**src/hdl/aau_pkg.sv**
```systemverilog
`timescale 1ns / 1ps
// Package for the annealing acceptance unit: field widths, config layout,
// register index codes and the status struct. No dependencies.
package aau_pkg;

	// Default widths of the cost and tag fields
	localparam int COST_WIDTH_DEF = 32;
	localparam int TAG_WIDTH_DEF  = 16;

	// Fixed-point formats
	localparam int FRAC_W  = 16;               // fractional bits of temperature and ratio
	localparam int TEMP_W  = 32;               // temperature, unsigned Q16.16
	localparam int NLU_W   = 24;               // -ln(u), unsigned Q8.16
	localparam int RATIO_W = 16;               // cooling ratio, unsigned Q0.16
	localparam int PROD_W  = TEMP_W + NLU_W;   // exact acceptance product
	localparam int COOL_W  = TEMP_W + RATIO_W; // cooling product
	localparam int THR_W   = PROD_W - FRAC_W;  // acceptance threshold

	// Counters
	localparam int MAXIT_W    = 24;
	localparam int IPT_W      = 16;
	localparam int ITER_CNT_W = MAXIT_W + 1;
	localparam int STEP_CNT_W = IPT_W + 1;

	// Configuration port
	localparam int CFG_IDX_W  = 2;
	localparam int CFG_DATA_W = 32;

	typedef enum logic [CFG_IDX_W-1:0] {
		REG_INIT_TEMP = 2'd0,
		REG_COOL_RATIO = 2'd1,
		REG_MAX_ITER  = 2'd2,
		REG_ITER_PER_T = 2'd3
	} cfg_reg_t;

	localparam logic [TEMP_W-1:0]  INIT_TEMP_RST = TEMP_W'(6553600);
	localparam logic [RATIO_W-1:0] RATIO_RST     = RATIO_W'(62259);
	localparam logic [MAXIT_W-1:0] MAX_ITER_RST  = MAXIT_W'(1000);
	localparam logic [IPT_W-1:0]   IPT_RST       = IPT_W'(100);

	typedef struct packed {
		logic [TEMP_W-1:0]  init_temp;
		logic [RATIO_W-1:0] ratio;
		logic [MAXIT_W-1:0] max_iter;
		logic [IPT_W-1:0]   iter_per_t;
	} aau_cfg_t;

	typedef struct packed {
		logic accepted;
		logic finished;
	} aau_status_t;

endpackage

```
**src/hdl/aau_metropolis.sv**
```systemverilog
`timescale 1ns / 1ps
// Metropolis acceptance test: ((new-old)<<16) < temperature*neg_log_uniform.
// Depends on aau_pkg.
module aau_metropolis #(
	parameter int COST_WIDTH = aau_pkg::COST_WIDTH_DEF
) (
	input  logic signed [COST_WIDTH-1:0]  cand_cost,
	input  logic signed [COST_WIDTH-1:0]  cur_cost,
	input  logic [aau_pkg::TEMP_W-1:0]    temp,
	input  logic [aau_pkg::NLU_W-1:0]     nlu,
	output logic                          take
);
	import aau_pkg::*;

	localparam int CMP_W = (COST_WIDTH > THR_W) ? COST_WIDTH : THR_W;

	logic                  lower;
	logic [COST_WIDTH-1:0] delta;
	logic [PROD_W-1:0]     prod;
	logic [PROD_W-1:0]     prod_m1;
	logic [CMP_W-1:0]      delta_ext;
	logic [CMP_W-1:0]      thr_ext;

	assign lower     = cand_cost < cur_cost;
	// non-negative whenever it is used, so it fits in COST_WIDTH unsigned bits
	assign delta     = COST_WIDTH'(cand_cost - cur_cost);
	assign prod      = PROD_W'(temp) * PROD_W'(nlu);
	assign prod_m1   = prod - PROD_W'(1);
	// delta*2^16 < P  <=>  P /= 0 and delta <= (P-1)>>16
	assign delta_ext = CMP_W'(delta);
	assign thr_ext   = CMP_W'(prod_m1[PROD_W-1:FRAC_W]);
	assign take      = lower || ((prod != '0) && (delta_ext <= thr_ext));

endmodule

```
**src/hdl/aau_state.sv**
```systemverilog
`timescale 1ns / 1ps
// Search state: current and best points, temperature, counters and done flag,
// with their per-transaction update. Depends on aau_pkg and aau_metropolis.
module aau_state #(
	parameter int COST_WIDTH = aau_pkg::COST_WIDTH_DEF,
	parameter int TAG_WIDTH  = aau_pkg::TAG_WIDTH_DEF
) (
	input  logic                          clk,
	input  logic                          arst_n,
	input  logic                          upd_en,
	input  aau_pkg::aau_cfg_t             cfg,
	input  logic                          start,
	input  logic signed [COST_WIDTH-1:0]  cand_cost,
	input  logic [TAG_WIDTH-1:0]          cand_tag,
	input  logic [aau_pkg::NLU_W-1:0]     nlu,
	output aau_pkg::aau_status_t          status,
	output logic signed [COST_WIDTH-1:0]  cur_cost_nx,
	output logic [TAG_WIDTH-1:0]          cur_tag_nx,
	output logic signed [COST_WIDTH-1:0]  best_cost_nx,
	output logic [TAG_WIDTH-1:0]          best_tag_nx,
	output logic [aau_pkg::TEMP_W-1:0]    temp_nx
);
	import aau_pkg::*;

	localparam logic [COST_WIDTH-1:0] COST_MAX = {1'b0, {(COST_WIDTH-1){1'b1}}};

	logic signed [COST_WIDTH-1:0] cur_cost_q;
	logic [TAG_WIDTH-1:0]         cur_tag_q;
	logic signed [COST_WIDTH-1:0] best_cost_q;
	logic [TAG_WIDTH-1:0]         best_tag_q;
	logic [TEMP_W-1:0]            temp_q;
	logic [ITER_CNT_W-1:0]        iter_q, iter_nx;
	logic [STEP_CNT_W-1:0]        step_q, step_nx, step_inc;
	logic                         done_q, done_nx;
	logic                         take;
	logic [COOL_W-1:0]            cool_prod;

	aau_metropolis #(
		.COST_WIDTH(COST_WIDTH)
	) u_metropolis (
		.cand_cost(cand_cost),
		.cur_cost (cur_cost_q),
		.temp     (temp_q),
		.nlu      (nlu),
		.take     (take)
	);

	assign cool_prod = COOL_W'(temp_q) * COOL_W'(cfg.ratio);
	assign step_inc  = step_q + STEP_CNT_W'(1);

	always_comb begin
		cur_cost_nx     = cur_cost_q;
		cur_tag_nx      = cur_tag_q;
		best_cost_nx    = best_cost_q;
		best_tag_nx     = best_tag_q;
		temp_nx         = temp_q;
		iter_nx         = iter_q;
		step_nx         = step_q;
		done_nx         = done_q;
		status.accepted = 1'b0;
		priority if (start) begin
			cur_cost_nx     = cand_cost;
			cur_tag_nx      = cand_tag;
			best_cost_nx    = cand_cost;
			best_tag_nx     = cand_tag;
			temp_nx         = cfg.init_temp;
			iter_nx         = '0;
			step_nx         = '0;
			done_nx         = 1'b0;
			status.accepted = 1'b1;
		end else if (!done_q) begin
			status.accepted = take;
			if (take) begin
				cur_cost_nx = cand_cost;
				cur_tag_nx  = cand_tag;
			end
			// compare uses the count before increment
			if (iter_q > ITER_CNT_W'(cfg.max_iter))
				done_nx = 1'b1;
			if (iter_q != '1)
				iter_nx = iter_q + ITER_CNT_W'(1);
			if (step_inc > STEP_CNT_W'(cfg.iter_per_t)) begin
				step_nx = '0;
				temp_nx = cool_prod[FRAC_W +: TEMP_W];
			end else begin
				step_nx = step_inc;
			end
			if (cand_cost < best_cost_q) begin
				best_cost_nx = cand_cost;
				best_tag_nx  = cand_tag;
			end
		end
		status.finished = done_nx;
	end

	always_ff @(posedge clk or negedge arst_n) begin
		if (!arst_n) begin
			cur_cost_q  <= '0;
			cur_tag_q   <= '0;
			best_cost_q <= COST_MAX;
			best_tag_q  <= '0;
			temp_q      <= '0;
			iter_q      <= '0;
			step_q      <= '0;
			done_q      <= 1'b0;
		end else if (upd_en) begin
			cur_cost_q  <= cur_cost_nx;
			cur_tag_q   <= cur_tag_nx;
			best_cost_q <= best_cost_nx;
			best_tag_q  <= best_tag_nx;
			temp_q      <= temp_nx;
			iter_q      <= iter_nx;
			step_q      <= step_nx;
			done_q      <= done_nx;
		end
	end

endmodule

```
**src/hdl/annealing_acceptance_unit.sv**
```systemverilog
`timescale 1ns / 1ps
// Top level of the annealing acceptance unit: config registers, input and
// result registers, handshake. Depends on aau_pkg and aau_state.
//
//  channel    | handshake              | payload
//  -----------+------------------------+-------------------------------------------
//  candidate  | cand_valid / cand_stall| start_req, candidate_cost, candidate_tag,
//             |                        | neg_log_uniform
//  result     | res_valid / res_stall  | accepted, current_cost, current_tag,
//             |                        | best_cost, best_tag, temperature_now, finished
//  config     | cfg_wr_en              | cfg_index, cfg_data
//
// One transaction per cycle sustained while res_stall is low; a candidate passes the
// input register, then the result register, from which its result is offered.
// The path that sets the cycle is the 32x24 acceptance multiply and its compare
// against the cost difference, both reading the state registers.
// Reset clears the search state, but sets best cost to its maximum, and loads the config defaults;
// temperature is zero until a start transaction.
// A stalled result holds the result register; the input register still takes
// one more candidate, after which cand_stall follows res_stall.
module annealing_acceptance_unit #(
	parameter int COST_WIDTH = aau_pkg::COST_WIDTH_DEF,
	parameter int TAG_WIDTH  = aau_pkg::TAG_WIDTH_DEF
) (
	input  logic                             clk,
	input  logic                             arst_n,
	// configuration
	input  logic                             cfg_wr_en,
	input  logic [aau_pkg::CFG_IDX_W-1:0]    cfg_index,
	input  logic [aau_pkg::CFG_DATA_W-1:0]   cfg_data,
	// candidate channel
	input  logic                             cand_valid,
	output logic                             cand_stall,
	input  logic                             start_req,
	input  logic signed [COST_WIDTH-1:0]     candidate_cost,
	input  logic [TAG_WIDTH-1:0]             candidate_tag,
	input  logic [aau_pkg::NLU_W-1:0]        neg_log_uniform,
	// result channel
	output logic                             res_valid,
	input  logic                             res_stall,
	output logic                             accepted,
	output logic signed [COST_WIDTH-1:0]     current_cost,
	output logic [TAG_WIDTH-1:0]             current_tag,
	output logic signed [COST_WIDTH-1:0]     best_cost,
	output logic [TAG_WIDTH-1:0]             best_tag,
	output logic [aau_pkg::TEMP_W-1:0]       temperature_now,
	output logic                             finished
);
	import aau_pkg::*;

	aau_cfg_t cfg_q;

	// input register
	logic                         valid_s1;
	logic                         start_s1;
	logic signed [COST_WIDTH-1:0] cost_s1;
	logic [TAG_WIDTH-1:0]         tag_s1;
	logic [NLU_W-1:0]             nlu_s1;

	// result register
	logic                         valid_s2;
	logic                         acc_s2;
	logic signed [COST_WIDTH-1:0] cur_cost_s2;
	logic [TAG_WIDTH-1:0]         cur_tag_s2;
	logic signed [COST_WIDTH-1:0] best_cost_s2;
	logic [TAG_WIDTH-1:0]         best_tag_s2;
	logic [TEMP_W-1:0]            temp_s2;
	logic                         fin_s2;

	logic                         advance;
	logic                         cand_take;
	aau_status_t                  status;
	logic signed [COST_WIDTH-1:0] cur_cost_nx;
	logic [TAG_WIDTH-1:0]         cur_tag_nx;
	logic signed [COST_WIDTH-1:0] best_cost_nx;
	logic [TAG_WIDTH-1:0]         best_tag_nx;
	logic [TEMP_W-1:0]            temp_nx;

	// configuration registers; the user must write them only while idle, the block does not enforce it
	always_ff @(posedge clk or negedge arst_n) begin
		if (!arst_n) begin
			cfg_q.init_temp  <= INIT_TEMP_RST;
			cfg_q.ratio      <= RATIO_RST;
			cfg_q.max_iter   <= MAX_ITER_RST;
			cfg_q.iter_per_t <= IPT_RST;
		end else if (cfg_wr_en) begin
			unique case (cfg_reg_t'(cfg_index))
				REG_INIT_TEMP:  cfg_q.init_temp  <= cfg_data[TEMP_W-1:0];
				REG_COOL_RATIO: cfg_q.ratio      <= cfg_data[RATIO_W-1:0];
				REG_MAX_ITER:   cfg_q.max_iter   <= cfg_data[MAXIT_W-1:0];
				REG_ITER_PER_T: cfg_q.iter_per_t <= cfg_data[IPT_W-1:0];
			endcase
		end
	end

	// the item in s1 moves on (and updates the state) when the result slot frees
	assign advance    = valid_s1 && (!valid_s2 || !res_stall);
	assign cand_stall = valid_s1 && valid_s2 && res_stall;
	assign cand_take  = cand_valid && !cand_stall;

	always_ff @(posedge clk or negedge arst_n) begin
		if (!arst_n) begin
			valid_s1 <= 1'b0;
		end else if (cand_take) begin
			valid_s1 <= 1'b1;
		end else if (advance) begin
			valid_s1 <= 1'b0;
		end
	end

	always_ff @(posedge clk) begin
		if (cand_take) begin
			start_s1 <= start_req;
			cost_s1  <= candidate_cost;
			tag_s1   <= candidate_tag;
			nlu_s1   <= neg_log_uniform;
		end
	end

	aau_state #(
		.COST_WIDTH(COST_WIDTH),
		.TAG_WIDTH (TAG_WIDTH)
	) u_state (
		.clk         (clk),
		.arst_n      (arst_n),
		.upd_en      (advance),
		.cfg         (cfg_q),
		.start       (start_s1),
		.cand_cost   (cost_s1),
		.cand_tag    (tag_s1),
		.nlu         (nlu_s1),
		.status      (status),
		.cur_cost_nx (cur_cost_nx),
		.cur_tag_nx  (cur_tag_nx),
		.best_cost_nx(best_cost_nx),
		.best_tag_nx (best_tag_nx),
		.temp_nx     (temp_nx)
	);

	always_ff @(posedge clk or negedge arst_n) begin
		if (!arst_n) begin
			valid_s2 <= 1'b0;
		end else if (advance) begin
			valid_s2 <= 1'b1;
		end else if (!res_stall) begin
			valid_s2 <= 1'b0;
		end
	end

	always_ff @(posedge clk) begin
		if (advance) begin
			acc_s2       <= status.accepted;
			cur_cost_s2  <= cur_cost_nx;
			cur_tag_s2   <= cur_tag_nx;
			best_cost_s2 <= best_cost_nx;
			best_tag_s2  <= best_tag_nx;
			temp_s2      <= temp_nx;
			fin_s2       <= status.finished;
		end
	end

	assign res_valid       = valid_s2;
	assign accepted        = acc_s2;
	assign current_cost    = cur_cost_s2;
	assign current_tag     = cur_tag_s2;
	assign best_cost       = best_cost_s2;
	assign best_tag        = best_tag_s2;
	assign temperature_now = temp_s2;
	assign finished        = fin_s2;

	// a stalled result stays offered with its payload unchanged
	a_res_holds: assert property (@(posedge clk) disable iff (!arst_n)
		(valid_s2 && res_stall) |=> (valid_s2 && $stable(acc_s2) && $stable(cur_cost_s2)
			&& $stable(cur_tag_s2) && $stable(best_cost_s2) && $stable(best_tag_s2)
			&& $stable(temp_s2) && $stable(fin_s2)))
		else $error("stalled result changed");

	// a taken candidate always lands in the input register
	a_take_fills_s1: assert property (@(posedge clk) disable iff (!arst_n)
		cand_take |=> valid_s1)
		else $error("candidate taken but input register empty");

	// an item held in s1 keeps its payload until it moves on
	a_s1_holds: assert property (@(posedge clk) disable iff (!arst_n)
		(valid_s1 && !advance) |=> (valid_s1 && $stable(cost_s1) && $stable(tag_s1)
			&& $stable(nlu_s1) && $stable(start_s1)))
		else $error("held item in input register changed");

endmodule
```
**config.mk**
```make
export PLATFORM = sky130hd
export DESIGN_NAME = annealing_acceptance_unit
export DESIGN_NICKNAME = d
export VERILOG_FILES = /design/src/hdl/aau_pkg.sv /design/src/hdl/aau_metropolis.sv /design/src/hdl/aau_state.sv /design/src/hdl/annealing_acceptance_unit.sv
export SDC_FILE = /design/constraint.sdc
export NUM_CORES = 2
export LEC_CHECK = 0
export ABC_AREA = 1
export BUFFER_PORTS_ARGS = -buffer_cell sky130_fd_sc_hd__clkbuf_2
export CAP_MARGIN = 5
export CORE_ASPECT_RATIO = 0.5
export CORE_MARGIN = 2
export CORE_UTILIZATION = 55
export DETAILED_ROUTE_END_ITERATION = 10
export PLACE_DENSITY = 0.72
export REMOVE_ABC_BUFFERS = 1
export SLEW_MARGIN = 20
export SYNTH_ARGS = -nofsm -noshare
export SYNTH_HDL_FRONTEND = slang
export SYNTH_SLANG_ARGS = --single-unit
```
**constraint.sdc**
```tcl
create_clock -name clk -period 27.1 [get_ports clk]
set_clock_uncertainty 0.1 [all_clocks]
set_input_delay 2.71 -clock clk [delete_from_list [all_inputs] [get_ports clk]]
set_output_delay 2.71 -clock clk [all_outputs]
set_load 0.02 [all_outputs]
```
# Word-level counts from Yosys, hierarchy flattened
# Index checks and enable logic that the tools add are counted.
dict set report totals {
  ff_bits 464
  inputBits 112
  out_inout_bits 132
}
dict set report classes {
  eq_ne 6
  n_mul 2
  magnitude_cmp 5
  reduce_logical 20
  add_sub_neg 4
  muxes 29
}
# op count
set op_table {}
lappend op_table {{32-bit two-way mux} 9}
lappend op_table {{16-bit two-way mux} 6}
lappend op_table {{25-bit two-way mux} 3}
lappend op_table {{32-bit < comparator} 2}
lappend op_table {{32-bit by 24-bit multiplier with 56-bit output} 1}
lappend op_table {{56-bit nonzero test} 1}
lappend op_table {{56-bit by 1-bit subtractor with 56-bit output, second input constant} 1}
lappend op_table {{17-bit two-way mux} 3}
lappend op_table {{32-bit by 16-bit multiplier with 48-bit output} 1}
lappend op_table {{32-bit by 40-bit less-or-equal comparator with 1-bit output} 1}
lappend op_table {{32-bit subtractor} 1}
lappend op_table {{25-bit by 1-bit adder with 25-bit output, second input constant} 1}
lappend op_table {{25-bit by 24-bit greater-than comparator with 1-bit output} 1}
lappend op_table {{25-bit != test, second input constant} 1}
lappend op_table {{17-bit by 1-bit adder with 17-bit output, second input constant} 1}
lappend op_table {{17-bit by 16-bit greater-than comparator with 1-bit output} 1}
lappend op_table {{2-bit AND reduction} 5}
lappend op_table {{1-bit two-way mux} 8}
lappend op_table {{1-bit logical AND} 5}
lappend op_table {{2-bit == test, second input constant} 2}
lappend op_table {{2-bit nonzero test} 2}
lappend op_table {{1-bit logical NOT} 3}
lappend op_table {{3-bit AND reduction} 1}
lappend op_table {{2-bit by 1-bit == test with 1-bit output, second input constant} 1}
lappend op_table {{4 further kinds} 5}

# Longest topological paths before layout
dict set report logic_depth {
  word_depth 8
  depth_mapped 60
  ltp_nobuf 56
}

# By module
# A second synthesis with hierarchy kept.
dict set report unflattened {
  hier_cells 9028
  hier_area_um2 69297.7
}
# module cells_each area_per_inst_um2 instances seq_area_each_um2
set by_module_without_submodules {}
lappend by_module_without_submodules {aau_metropolis 4337 30271.5 1 0.0}
lappend by_module_without_submodules {aau_state 4084 29219.3 1 4317.9}
lappend by_module_without_submodules {annealing_acceptance_unit 607 9806.9 1 8375.5}

# Least setup slack after synthesis
# No wires, ideal clock.
dict set report synth_path {
  path_kind {reg2reg}
  start {register u_state.temp_q[16]}
  end {register cur_cost_s2[22] (netlist: current_cost[22]), data pin}
  path_slack_ns 18.306
  stages_incl_launch_ff 57
  required_time_ns 26.745
  setup_ns 0.255
  n_path_buf 4
  t_arrival_ns 8.439
  cell_sequence {dfrtp_1 -> clkbuf_1 -> clkbuf_1 -> nand2_1 -> inv_1 -> fa_1 -> inv_1 -> fa_1 -> fa_1 -> fa_1 -> inv_1 -> fa_1 -> inv_1 -> fa_1 -> fa_1 -> inv_1 -> ha_1 -> nand2_1 -> [21 not listed] -> inv_1 -> nor3_1 -> inv_1 -> o21ai_0 -> nand2_1 -> o2111ai_1 -> nand2_1 -> nor2_1 -> nand2_1 -> nor2_1 -> nand2_1 -> nand2_2 -> nand3_4 -> nand2_4 -> buf_6 -> buf_12 -> nand2_4 -> and2_1}
}
dict set report synth_between {
  elab_chain_cells 8
  word_cells_on_any_way 9
  cone_classes {add/sub (1); mul (1); order compare (1); mux (3); reduce/logical (3)}
}
# element line
set synth_rtl {}
lappend synth_rtl {{start: declaration} aau_state.sv:31} ;# logic [TEMP_W-1:0] temp_q;
lappend synth_rtl {{start signal: assignment} aau_state.sv:111} ;# temp_q <= temp_nx;
lappend synth_rtl {{32-bit by 24-bit multiplier with 56-bit output *} aau_metropolis.sv:27} ;# assign prod = PROD_W'(temp) * PROD_W'(nlu);
lappend synth_rtl {{56-bit by 1-bit subtractor with 56-bit output} aau_metropolis.sv:28} ;# assign prod_m1 = prod - PROD_W'(1);
lappend synth_rtl {{32-bit by 40-bit less-or-equal comparator with 1-bit output} aau_metropolis.sv:32} ;# assign take = lower || ((prod != '0) && (delta_ext <= thr_ext));
lappend synth_rtl {{1-bit logical AND *} aau_metropolis.sv:32}
lappend synth_rtl {{1-bit logical OR *} aau_metropolis.sv:32}
lappend synth_rtl {{32-bit two-way mux *} aau_state.sv:73} ;# if (take) begin
lappend synth_rtl {{32-bit two-way mux *} aau_state.sv:71} ;# end else if (!done_q) begin
lappend synth_rtl {{32-bit two-way mux *} aau_state.sv:61} ;# priority if (start) begin
lappend synth_rtl {{net cur_cost_nx[22]} annealing_acceptance_unit.sv:73} ;# logic signed [COST_WIDTH-1:0] cur_cost_nx;
lappend synth_rtl {{end signal: assignment} annealing_acceptance_unit.sv:153} ;# cur_cost_s2 <= cur_cost_nx;
lappend synth_rtl {{end: declaration} annealing_acceptance_unit.sv:63} ;# logic signed [COST_WIDTH-1:0] cur_cost_s2;
# The timed path passes the listed nets; every way through them passes the cells marked *.
# A chain may end at the register's enable or synchronous reset.

# Worst setup path in the final report
dict set report layout_path {
  start {register u_state.temp_q[13]}
  end {register cur_tag_s2[14] (netlist: current_tag[14]), data pin}
}
dict set report layout_between {
  elab_chain_cells 8
  word_cells_on_any_way 9
  cone_classes {add/sub (1); mul (1); order compare (1); mux (3); reduce/logical (3)}
}
# element line
set layout_rtl {}
lappend layout_rtl {{32-bit by 24-bit multiplier with 56-bit output *} aau_metropolis.sv:27}
lappend layout_rtl {{56-bit by 1-bit subtractor with 56-bit output} aau_metropolis.sv:28}
lappend layout_rtl {{32-bit by 40-bit less-or-equal comparator with 1-bit output} aau_metropolis.sv:32}
lappend layout_rtl {{1-bit logical AND *} aau_metropolis.sv:32}
lappend layout_rtl {{1-bit logical OR *} aau_metropolis.sv:32}
lappend layout_rtl {{16-bit two-way mux *} aau_state.sv:73}
lappend layout_rtl {{16-bit two-way mux *} aau_state.sv:71}
lappend layout_rtl {{16-bit two-way mux *} aau_state.sv:61}
lappend layout_rtl {{net cur_tag_nx[14]} annealing_acceptance_unit.sv:74} ;# logic [TAG_WIDTH-1:0] cur_tag_nx;
lappend layout_rtl {{end signal: assignment} annealing_acceptance_unit.sv:154} ;# cur_tag_s2 <= cur_tag_nx;
lappend layout_rtl {{end: declaration} annealing_acceptance_unit.sv:64} ;# logic [TAG_WIDTH-1:0] cur_tag_s2;
# Marked as above.

==> run summary <==
### Clocking
* 2 — Max H-tree Level
* 3 — clk buf depth
* sky130_fd_sc_hd__clkbuf_16 — Clk Tree Root Cell
* 464 — CTS Sinks
* 0 — number of instances resized during post-cts repair
* 0 — Post-CTS Setup Bufs
* yes — TritonCTS clock tree
* 0 — CTS Hold Bufs
* 46 — total CTS buffers
* 0.63 ns — clock insertion delay at the later pin of the skew report
* 0.07 ns — clock-pin slew on the worst setup and hold paths

### Yosys
* 7.86 µm² — Avg Inst Size Synth
* 203 — EDFF count, synth
* sky130_fd_sc_hd__fa_1 — cell type with the largest total area after synthesis
* 19.0% — sequential-to-total area share from yosys stat
* sky130_fd_sc_hd__dfrtp_1 — top_reg_cell synth
* 32.3% — area share of the leading cell type in the synthesized netlist
* 56.3% — fraction of synthesis flops using an asynchronous set or reset pin
* 464 — flip-flop and latch count after synthesis
* 58 — distinct cell type count of the synthesized netlist
* 66700 µm² — total standard cell area after synthesis
* 0 — Synth Warn #
* 8486 — post-synthesis cell count
* 2533 x sky130_fd_sc_hd__nand2_1, 2172 x sky130_fd_sc_hd__inv_1, 1076 x sky130_fd_sc_hd__fa_1 — most instantiated cells after synthesis
* sky130_fd_sc_hd__nand2_1 — most common cell in the synthesized netlist
* sky130_fd_sc_hd__fa_1 32%, sky130_fd_sc_hd__nand2_1 14%, sky130_fd_sc_hd__inv_1 12% — top cells by area in the synthesized netlist

### Floorplan
* 497 µm — die width
* 124000 µm² — total die area
* 250 µm — die height
* 90 — number of placement rows
* 244 — I/O pin count
* 120000 µm² — Core ar.
* 55.4% — starting density of the core

### Placed design
* 243 — count of buffers inserted at the top-level ports
* 139000 µm — detailed placer's ending HPWL
* 0.975 — gp weighted congestion
* 15.91 ns — pre-CTS setup slack
* 10100 — total placed cells including tap cells

### Setup path
* sky130_fd_sc_hd__nand2_4 — Critical-path top delay cell
* register — startpoint type of the worst setup path
* register — sort of element at the end of the critical path
* 49 — critical-path maximum fanout
* 11.50 ns — data arrival time of the worst path
* 0.68 ns — Crit path largest cell delay
* sky130_fd_sc_hd__nand2_1 — most frequent cell on the critical path
* 15.88 ns — slack of the worst reg-to-reg path
* 27.38 ns — required time at the endpoint of the critical path
* register to register — start-to-end type of the worst setup path

### Detailed routing
* 183000 µm — Post-Route WL
* 0 — DRC errors left
* 0 — post-route antenna net violation count
* 53800 — via count of the routed design
* 18.1 µm — average routed wire per standard cell
* 5.30 — vias per inst
* 8 — iteration count of the initial detailed-routing pass
* 4939 — DRC violation total after the first TritonRoute iteration

### Timing
* 15.88 ns — worst setup slack after layout
* 27.2% — worst-case headroom to the max-slew limit
* 0 — final count of pins violating max slew
* 0 ns — TNS Setup
* 41.4% — post-route fraction of the period consumed by the critical path
* false — setup repair after global routing missed its margin
* 1.09 ns — actual slew at the worst max-slew pin
* 0 — final count of negative-setup-slack endpoints
* 0 — final hold violations
* 89.1 MHz — maximum operating frequency
* 11.22 ns — post-route minimum period

### Finish
* 6.62% — fraction of final layout cells sized beyond drive strength 1
* 10100 — final cell count without fillers
* 44300 µm² — Multi-input gate area
* 10800 — number of fill cells in the layout
* 12700 µm² — FF/Latch Area
* 10100 — count of nets after finishing
* 6.30% — P&R area growth vs syn

### Global route
* 152 — pin count of the biggest net entering global routing
* 55100 — vias in the first global route
* 5 — initial antenna violation count
* 299000 µm — global-route wire length before repair
* 30.4% — All-Layer GR Usage
* 0 — total overflow reported by the global router

### Hold path
* register to register — Hold Path Class

### Flow run
* 0 — reported max-cap violation count

### Run status
* finished clean — outcome

-- worst paths after layout --
kind                                      start                    end  cells past startpoint
max                          u_state.temp_q[13]        current_tag[14]                     50
min                        u_state.cur_tag_q[5]   u_state.cur_tag_q[5]                      2
max reg2reg                  u_state.temp_q[13]        current_tag[14]                     50
min reg2reg                u_state.cur_tag_q[5]   u_state.cur_tag_q[5]                      2
max in group asynchronous                arst_n     u_state.temp_q[26]                      2
min in group asynchronous                arst_n  u_state.cur_cost_q[6]                      1
-- cell families after synthesis --
| family | Yosys count | share of synthesized area, % |
|---|---|---|
| fa+ha+maj | 1512 | 40.5 |
| buf+inv | 2572 | 14.6 |
| compound gates | 572 | 4.77 |
| mux | 8 | 0.135 |
| xor+xnor | 102 | 1.34 |
| flops | 464 | 19.0 |
| simple gates | 3256 | 19.7 |
-- through the flow --
step,area [µm²],util [%],hold slack (ns)
finish,70900,58.9,0.382
CTS,70900,58.8,0.383
global route,70900,58.9,0.401
detailed placement,69200,57.5,0.365
floorplan,65200,-,0.334
global placement,69200,57.5,0.361
-- state kept, by name (all words and copies together) (netlist names), 16 cells and up --
name / count
u_state.iter_q: 25
u_state.step_q: 17
u_state.temp_q: 32
best_tag: 16
u_state.best_tag_q: 16
current_tag: 16
best_cost: 32
temperature_now: 32
nlu_s1: 24
cost_s1: 32
u_state.best_cost_q: 32
current_cost: 32
tag_s1: 16
u_state.cur_tag_q: 16
cfg_q: 88
u_state.cur_cost_q: 32
-- layout make-up --
type                       instances  share of cell area (%)
clock inverter                    27                   0.480
antenna                            3                  0.0106
tap                             1610                    2.84
clock buffer                      58                    1.83
multi-input combinational       5450                    62.5
inverter                        2192                    11.6
sequential                       464                    17.9
timing repair buffer             340                    2.80
-- critical path, delay by kind of cell, from the launching register on --
kind,cells,cell delay (ns)
AOI/OAI and AO/OA,2,0.25
xor gates and xnor gates,1,0.16
adders and majority gates,9,4.19
buffers and inverters,10,1.47
DFF,1,0.33
and+or+nand+nor,28,4.38
-- layout by cell type, fill, tap and decap left out, types with 10 or more instances in the layout --
cell and n:
sky130_fd_sc_hd__o21ai_0 245, sky130_fd_sc_hd__a31oi_1 22, sky130_fd_sc_hd__o21a_1 14, sky130_fd_sc_hd__nand4_1 60
sky130_fd_sc_hd__nor3_1 36, sky130_fd_sc_hd__nand3_1 223, sky130_fd_sc_hd__clkbuf_16 47, sky130_fd_sc_hd__dfrtp_1 205
sky130_fd_sc_hd__o22ai_1 17, sky130_fd_sc_hd__nor2_1 272, sky130_fd_sc_hd__o211ai_1 31, sky130_fd_sc_hd__nand2_2 14
sky130_fd_sc_hd__xnor2_1 29, sky130_fd_sc_hd__inv_1 2171, sky130_fd_sc_hd__nand2_1 2533, sky130_fd_sc_hd__edfxtp_1 203
sky130_fd_sc_hd__xor2_1 73, sky130_fd_sc_hd__nand2_4 10, sky130_fd_sc_hd__and2_1 52, sky130_fd_sc_hd__ha_1 436
sky130_fd_sc_hd__nor2_2 19, sky130_fd_sc_hd__a21oi_1 192, sky130_fd_sc_hd__clkbuf_2 242, sky130_fd_sc_hd__buf_4 95
sky130_fd_sc_hd__inv_2 18, sky130_fd_sc_hd__fa_1 1076, sky130_fd_sc_hd__dfstp_2 53
-- per-layer routing --
metal | global-route usage, % | vias to the layer above | wire [µm]
li1 | - | 24800 | -
met1 | 42.6 | 26200 | 77200
met2 | 48.9 | 2306 | 84200
met3 | 5.11 | 408 | 16100
met4 | 9.06 | 0 | 5840
met5 | 0 | - | 0
Power is left out: the tool's default activity adds up to more than one toggle a clock period on the data nets, which glitch-free logic cannot reach.
